==> src/hdl/sorted_priority_queue_macros.svh <==
// ============================================================================
// Sorted priority queue assertion macros
// Concurrent assertion wrappers that are compiled out for synthesis.
// ============================================================================
`ifndef SORTED_PRIORITY_QUEUE_MACROS_SVH
`define SORTED_PRIORITY_QUEUE_MACROS_SVH

`ifndef SYNTHESIS

// Clocked assertion that is switched off while reset is held.
`define SPQ_ASSERT(lbl, clk, rstn, prop) \
    lbl: assert property (@(posedge clk) disable iff (!rstn) prop) \
        else $error("sorted_priority_queue: assertion failed");

// Clocked assertion that is also checked while reset is held.
`define SPQ_ASSERT_ALWAYS(lbl, clk, prop) \
    lbl: assert property (@(posedge clk) prop) \
        else $error("sorted_priority_queue: assertion failed");

`else

`define SPQ_ASSERT(lbl, clk, rstn, prop)

`define SPQ_ASSERT_ALWAYS(lbl, clk, prop)

`endif

`endif

==> src/hdl/spq_pkg.sv <==
// ============================================================================
// Sorted priority queue package
// Sizes, codes and data types shared by the queue's modules.
// ============================================================================
`timescale 1ns / 1ps

package spq_pkg;

    // Number of cells in the chain.
    localparam int CAPACITY = 16;
    // Count width, wide enough to hold CAPACITY itself.
    localparam int CNT_W    = $clog2(CAPACITY + 1);

    localparam int VAL_W    = 32;
    localparam int PRI_W    = 16;
    localparam int STAT_W   = 2;
    localparam int OCC_W    = 5;

    // Request kinds.
    localparam logic REQ_ENQ = 1'b0;
    localparam logic REQ_DEQ = 1'b1;

    // Result status codes.
    localparam logic [STAT_W-1:0] ST_OK        = 2'd0;
    localparam logic [STAT_W-1:0] ST_OVERFLOW  = 2'd1;
    localparam logic [STAT_W-1:0] ST_UNDERFLOW = 2'd2;

    // One stored entry.
    typedef struct packed {
        logic signed [VAL_W-1:0] value;
        logic signed [PRI_W-1:0] prio;
    } entry_t;

    // Operation broadcast to every cell.
    typedef struct packed {
        logic enq;
        logic deq;
    } cell_ctrl_t;

    // One result word.
    typedef struct packed {
        logic        [STAT_W-1:0] status;
        logic signed [VAL_W-1:0]  head_value;
        logic signed [PRI_W-1:0]  head_priority;
        logic        [OCC_W-1:0]  occupancy;
    } result_t;

endpackage

==> src/hdl/sorted_priority_queue.sv <==
// ============================================================================
// Sorted priority queue
// Priority queue built as a chain of cells kept in ascending priority order.
// ============================================================================
// The queue holds up to CAPACITY entries, sorted so that the smallest priority
// sits in the first cell; equal priorities leave in arrival order. Each request
// word yields exactly one result word. When a request is taken, every
// cell compares its priority with the incoming one at once and the whole chain
// shifts in that same clock edge, so one word per cycle is sustained while the
// result side keeps up. An output register and a skid stage stand between the
// chain and the result port, so a single stalled result does not stop input.
// No clearing pass is needed after reset; the occupancy count alone says which
// cells hold entries.
`timescale 1ns / 1ps
`include "sorted_priority_queue_macros.svh"

module sorted_priority_queue
    import spq_pkg::*;
(
    input  logic        aclk,
    input  logic        aresetn,
    // Request words.
    input  logic        s_tvalid,
    output logic        s_tready,
    input  logic [47:0] s_tdata,   // [31:0] item_value, [47:32] item_priority
    input  logic [0:0]  s_tuser,   // [0] req_type
    // Result words.
    output logic        m_tvalid,
    input  logic        m_tready,
    output logic [55:0] m_tdata,   // [31:0] head_value, [47:32] head_priority,
                                   // [52:48] occupancy, [55:53] zero
    output logic [1:0]  m_tuser    // [1:0] status
);

    logic [CNT_W-1:0] count_reg;
    logic [CNT_W-1:0] count_next;

    logic       s_fire;
    logic       req_type;
    logic       full;
    logic       empty;
    entry_t     new_entry;
    cell_ctrl_t ctrl;
    result_t    result;
    result_t    out_data;
    logic       skid_valid;

    entry_t cell_entry [CAPACITY];
    logic   cell_keep  [CAPACITY];
    logic   cell_occ   [CAPACITY];

    assign s_fire          = s_tvalid && s_tready;
    assign req_type        = s_tuser[0];
    assign new_entry.value = s_tdata[31:0];
    assign new_entry.prio  = s_tdata[47:32];
    assign full            = (count_reg == CNT_W'(CAPACITY));
    assign empty           = (count_reg == '0);

    // Operation broadcast to the chain.
    assign ctrl.enq = s_fire && (req_type == REQ_ENQ) && !full;
    assign ctrl.deq = s_fire && (req_type == REQ_DEQ) && !empty;

    // Chain of cells.
    for (genvar i = 0; i < CAPACITY; i++) begin : g_cell
        entry_t left_e;
        logic   left_k;
        entry_t right_e;

        assign cell_occ[i] = (CNT_W'(i) < count_reg);

        if (i == 0) begin : g_first
            assign left_e = new_entry;
            assign left_k = 1'b1;
        end else begin : g_mid
            assign left_e = cell_entry[i-1];
            assign left_k = cell_keep[i-1];
        end

        if (i == CAPACITY - 1) begin : g_last
            assign right_e = cell_entry[i];
        end else begin : g_inner
            assign right_e = cell_entry[i+1];
        end

        spq_cell u_cell (
            .aclk        (aclk),
            .ctrl        (ctrl),
            .occupied    (cell_occ[i]),
            .new_entry   (new_entry),
            .left_entry  (left_e),
            .left_keep   (left_k),
            .right_entry (right_e),
            .keep        (cell_keep[i]),
            .entry       (cell_entry[i])
        );
    end

    // Occupancy count.
    always_comb begin
        count_next = count_reg;
        if (ctrl.enq) begin
            count_next = count_reg + 1'b1;
        end else if (ctrl.deq) begin
            count_next = count_reg - 1'b1;
        end
    end

    always_ff @(posedge aclk) begin
        if (!aresetn) begin
            count_reg <= '0;
        end else begin
            count_reg <= count_next;
        end
    end

    // Result word, formed from the chain as it stands at acceptance.
    always_comb begin
        result.status        = ST_OK;
        result.head_value    = cell_entry[0].value;
        result.head_priority = cell_entry[0].prio;
        result.occupancy     = OCC_W'(count_next);
        if (req_type == REQ_ENQ) begin
            if (full) begin
                result.status = ST_OVERFLOW;
            end else if (!cell_keep[0]) begin
                // The new entry becomes the head.
                result.head_value    = new_entry.value;
                result.head_priority = new_entry.prio;
            end
        end else if (empty) begin
            result.status        = ST_UNDERFLOW;
            result.head_value    = '0;
            result.head_priority = '0;
        end
    end

    // Output register and skid stage.
    spq_out_buf u_out_buf (
        .aclk       (aclk),
        .aresetn    (aresetn),
        .in_valid   (s_tvalid),
        .in_ready   (s_tready),
        .in_data    (result),
        .out_valid  (m_tvalid),
        .out_ready  (m_tready),
        .out_data   (out_data),
        .skid_valid (skid_valid)
    );

    assign m_tdata = {3'b000, out_data.occupancy, out_data.head_priority,
                      out_data.head_value};
    assign m_tuser = out_data.status;

    // Checks.
    `SPQ_ASSERT(a_count_bound, aclk, aresetn, count_reg <= CNT_W'(CAPACITY))
    `SPQ_ASSERT(a_deq_count, aclk, aresetn, ctrl.deq |=> count_reg == $past(count_reg) - 1'b1)
    `SPQ_ASSERT(a_skid_order, aclk, aresetn, skid_valid |-> m_tvalid)
    `SPQ_ASSERT(a_sorted_head, aclk, aresetn, cell_occ[1] |-> $signed(cell_entry[0].prio) <= $signed(cell_entry[1].prio))
    `SPQ_ASSERT_ALWAYS(a_reset_idle, aclk, !aresetn |=> !m_tvalid && count_reg == '0)

endmodule

==> src/hdl/spq_cell.sv <==
// ============================================================================
// Sorted priority queue cell
// Holds one entry and shifts it or takes a new one as the chain moves.
// ============================================================================
`timescale 1ns / 1ps

module spq_cell
    import spq_pkg::*;
(
    input  logic       aclk,
    input  cell_ctrl_t ctrl,
    input  logic       occupied,
    input  entry_t     new_entry,
    input  entry_t     left_entry,
    input  logic       left_keep,
    input  entry_t     right_entry,
    output logic       keep,
    output entry_t     entry
);

    entry_t entry_reg;
    entry_t entry_next;

    // A held entry stays put when its priority does not exceed the new one.
    assign keep = occupied && ($signed(entry_reg.prio) <= $signed(new_entry.prio));

    // On insert, the first cell that does not keep takes the new entry and the
    // rest move one place right; on removal every cell takes its right neighbour.
    always_comb begin
        entry_next = entry_reg;
        if (ctrl.enq && !keep) begin
            entry_next = left_keep ? new_entry : left_entry;
        end else if (ctrl.deq) begin
            entry_next = right_entry;
        end
    end

    always_ff @(posedge aclk) begin
        entry_reg <= entry_next;
    end

    assign entry = entry_reg;

endmodule

==> src/hdl/spq_out_buf.sv <==
// ============================================================================
// Sorted priority queue output buffer
// Output register with one skid stage so input and output stall independently.
// ============================================================================
`timescale 1ns / 1ps

module spq_out_buf
    import spq_pkg::*;
(
    input  logic    aclk,
    input  logic    aresetn,
    input  logic    in_valid,
    output logic    in_ready,
    input  result_t in_data,
    output logic    out_valid,
    input  logic    out_ready,
    output result_t out_data,
    output logic    skid_valid
);

    logic    out_valid_reg;
    logic    skid_valid_reg;
    result_t out_data_reg;
    result_t skid_data_reg;
    logic    in_fire;
    logic    out_fire;

    assign in_ready = !skid_valid_reg;
    assign in_fire  = in_valid && in_ready;
    assign out_fire = out_valid_reg && out_ready;

    // Valid flags.
    always_ff @(posedge aclk) begin
        if (!aresetn) begin
            out_valid_reg  <= 1'b0;
            skid_valid_reg <= 1'b0;
        end else if (in_fire) begin
            if (!out_valid_reg || out_fire) begin
                out_valid_reg <= 1'b1;
            end else begin
                skid_valid_reg <= 1'b1;
            end
        end else if (out_fire) begin
            if (skid_valid_reg) begin
                skid_valid_reg <= 1'b0;
            end else begin
                out_valid_reg <= 1'b0;
            end
        end
    end

    // Payload registers.
    always_ff @(posedge aclk) begin
        if (in_fire) begin
            if (!out_valid_reg || out_fire) begin
                out_data_reg <= in_data;
            end else begin
                skid_data_reg <= in_data;
            end
        end else if (out_fire && skid_valid_reg) begin
            out_data_reg <= skid_data_reg;
        end
    end

    assign out_valid  = out_valid_reg;
    assign out_data   = out_data_reg;
    assign skid_valid = skid_valid_reg;

endmodule
==> config.mk <==
export PLATFORM = sky130hd
export DESIGN_NAME = sorted_priority_queue
export DESIGN_NICKNAME = d
export VERILOG_FILES = /design/src/hdl/spq_pkg.sv /design/src/hdl/sorted_priority_queue.sv /design/src/hdl/spq_cell.sv /design/src/hdl/spq_out_buf.sv
export VERILOG_INCLUDE_DIRS = /design/src /design/src/hdl
export SDC_FILE = /design/constraint.sdc
export NUM_CORES = 2
export LEC_CHECK = 0
export CORE_MARGIN = 1.5
export CORE_UTILIZATION = 40
export CTS_CLUSTER_SIZE = 25
export DETAILED_ROUTE_END_ITERATION = 8
export DONT_BUFFER_PORTS = 1
export SYNTH_ARGS = -nofsm -noshare
export SYNTH_HDL_FRONTEND = slang
export SYNTH_SLANG_ARGS = --single-unit
==> constraint.sdc <==
create_clock -name aclk -period 9 [get_ports aclk]
set_clock_uncertainty 0.1 [all_clocks]
set_input_delay 1.35 -clock aclk [delete_from_list [all_inputs] [get_ports aclk]]
set_output_delay 1.35 -clock aclk [all_outputs]
set_load 0.02 [all_outputs]
==> results.md <==
- Slew Viols, Final: 0
- Routed WL: 162 mm
- Reg clk slew, reported paths: 0.05 ns
- Synthesis-to-layout area growth: 8.85%
- Mean Syn Cell Area: 10.9 sq um
- Setup-failing EPs final: 0
- Core box area: approximately 0.12 sq mm
- I/O pin count: 113
- CTS Buf Count: 99
- Post-CTS setup buffer count: 0
- Sequential share of the synthesized area: 53.1%
- YS warnings: 0
- Die Area: 0.127 sq mm
- FFs w/ async S/R, synth: 0%
- Worst-skew pair later-pin latency: about 0.7 ns
- Worst relative slew slack: 18.1%
- Via count: between 30000 and 40000
- Post-synth EDFFs: 878
- RSZ-0062 raised after global routing: no
- 1st-iter DRT viols: 3626
- Drt drc: 34
- Cts hold-fix bufs: 0
- Leak pwr: 21.5 nW
- Multi-input gate area: 0.0219 sq mm
- Post-CTS sizing: 0
- Row count: 129
- HP Class: register to register
- First-pass GRT wire length: 238 mm
- PortBufs: 0
- Pwr Density: 225 mW/mm^2
- Status: finished, violations left
- Netlist cell types: 66
- Max FFs per register: 768
- Min Tclk post-route: 5.76 ns
- Cells after Synth: 4572
- CTS HTree Levels: 3
- Share of layout cells above drive strength 1: 7.38%
- Fin crit share: about 64%
- Hold_ws: approximately 0.44 ns
- DIE WIDTH: 356 microns
- Fill count: 11593
- Worst EP arrival: 5.99 ns
- Vias per cell: between 6 and 7
- Synthesized area: 0.0499 sq mm
- Least-Margin Pin Slew: 1.23 ns
- Initial antenna violation count: 4
- Final setup TNS: 0 ns
- Die Ht: about 360 microns
- GPL Wtd Cong: slightly above 0.9
- Final hold violations: 0
- FMAX: 0.174 GHz
- CTS tree: built
- Worst reg-to-reg setup slack: 4.03 ns
- Register bit total from synthesis: 885
- Critical path required time: ~9.2 ns
- Startpoint types: primary input
- Most frequent cells in the layout: edfxtp_1 (878), mux2i_1 (625), a21oi_1 (578)
- Total GRT Usage: 25.0%
- Grt ovf: 0
- Clock Sinks: 885
- WL/cell: between 20 and 30 microns
- Post-DP HPWL: ~100 mm
- Max-cap violation count: 0
- Register area: 0.0265 sq mm
- Final ANT Viol Nets: 0
- Worst-case clock buffer depth: 3
- Setup CP Type: primary input to register
- Initial DRT Pass Iterations: 9
- Initial core utilization: 40.3%
- Number of global-route vias before repair: between 30000 and 40000
- CP Capture Type: register
- Peak supply drop: about 0.00014 V
- CP max FO: 97
- Commonest non-fill, non-tap cell in the layout: edfxtp_1
- Largest net degree at the start of global routing: roughly 100
- CTS root buffer: clkbuf_16
- Nets: 4687
- Ys flop type: edfxtp_1
- Failing checks: DRC
[kinds of logic after synthesis]
group           count (synthesis)  share of synthesized area (%)
buf+inv                       435                           3.79
compound gates               1211                           13.6
other cells                     1                        0.00751
simple gates                 1101                           9.32
xor+xnor                        3                         0.0526
flops                         885                           53.1
mux                           677                           13.7
fa+ha+maj                     259                           6.49
[synthesized netlist by cell type, drive strengths merged (7+ instances only)]
| cell | n | area (sq um) |
|---|---|---|
| and2 | 10 | 62.6 |
| nor2 | 387 | 1460 |
| o21bai | 7 | 52.6 |
| clkbuf | 222 | 833 |
| or3 | 12 | 75.1 |
| a21oi | 581 | 2910 |
| edfxtp | 878 | 26400 |
| nand3 | 18 | 90.1 |
| nand2b | 12 | 75.1 |
| nor3 | 11 | 60.1 |
| ha | 259 | 3240 |
| nand4 | 56 | 350 |
| mux2i | 625 | 6260 |
| a211oi | 10 | 80.1 |
| and3 | 39 | 244 |
| a31oi | 56 | 350 |
| nand2 | 505 | 1900 |
| o211ai | 17 | 128 |
| nor4 | 12 | 75.1 |
| a21o | 70 | 526 |
| buf | 160 | 858 |
| nor2b | 18 | 113 |
| o21ai | 381 | 1910 |
| a221o | 47 | 470 |
| mux2 | 52 | 586 |
| or2 | 11 | 68.8 |
| dfxtp | 7 | 140 |
| o21a | 7 | 52.6 |
| inv | 53 | 199 |
[final cells by class]
class	count	area share, %
clock inverters	60	0.932
diodes	1	0.00460
inverters	53	0.366
clock buffers	121	4.75
flip-flops and latches	885	48.8
well taps	1637	3.77
multi-input cells	3254	40.3
repair buffers	82	1.13
[per-stage QoR]
stage / cells / power (mW) / cell area (sq um) / utilization (%) / setup WS, ns
after detailed placement: 5911 / 8.29 / 51300 / 41.4 / 2.53
after global routing: 6092 / 12.7 / 54400 / 43.9 / 3.15
after CTS: 6092 / 12.2 / 54400 / 43.9 / 3.27
after global placement: 5911 / 8.23 / 51300 / 41.4 / 2.61
after floorplan: 4574 / 7.41 / 49900 / - / 1.81
final: 6093 / 12.2 / 54400 / 43.9 / 3.24
[metal layers]
| metal | wire, microns | vias up | GRT usage [%] |
|---|---|---|---|
| met3 | 14500 | 295 | 4.98 |
| met4 | 5840 | 0 | 9.17 |
| li1 | - | 16611 | - |
| met2 | 73400 | 1630 | 39.9 |
| met1 | 68100 | 18266 | 33.7 |
| met5 | 0 | - | 0 |
[power by group]
part           total [mW]  internal (mW)  switching, mW
registers            5.76           5.34          0.425
logic                2.49          0.846           1.65
clock network        3.96           2.19           1.77
total                12.2           8.37           3.84
[critical path: stages]
cell	delay, ns
inv_1	0.59
buf_4	0.31
ha_1	0.18
nand4_1	0.18
or4_1	0.52
a21oi_1	0.39
or3_1	0.26
a31oi_4	0.10
nand2b_4	0.67
nand2_2	0.76
buf_4	0.61
[path summary, 6_finish.rpt]
kind | startpoint | to | cells after the start
worst max-delay path | s_tdata[46] | g_cell[3].u_cell.entry[46] | 11
worst min-delay path | u_out_buf.skid_data_reg[1] | u_out_buf.out_data[1] | 2
worst max register to register | count_reg[1] | g_cell[4].u_cell.entry[16] | 10
worst min register to register | u_out_buf.skid_data_reg[1] | u_out_buf.out_data[1] | 2
Power figures use the tool's default switching activity.
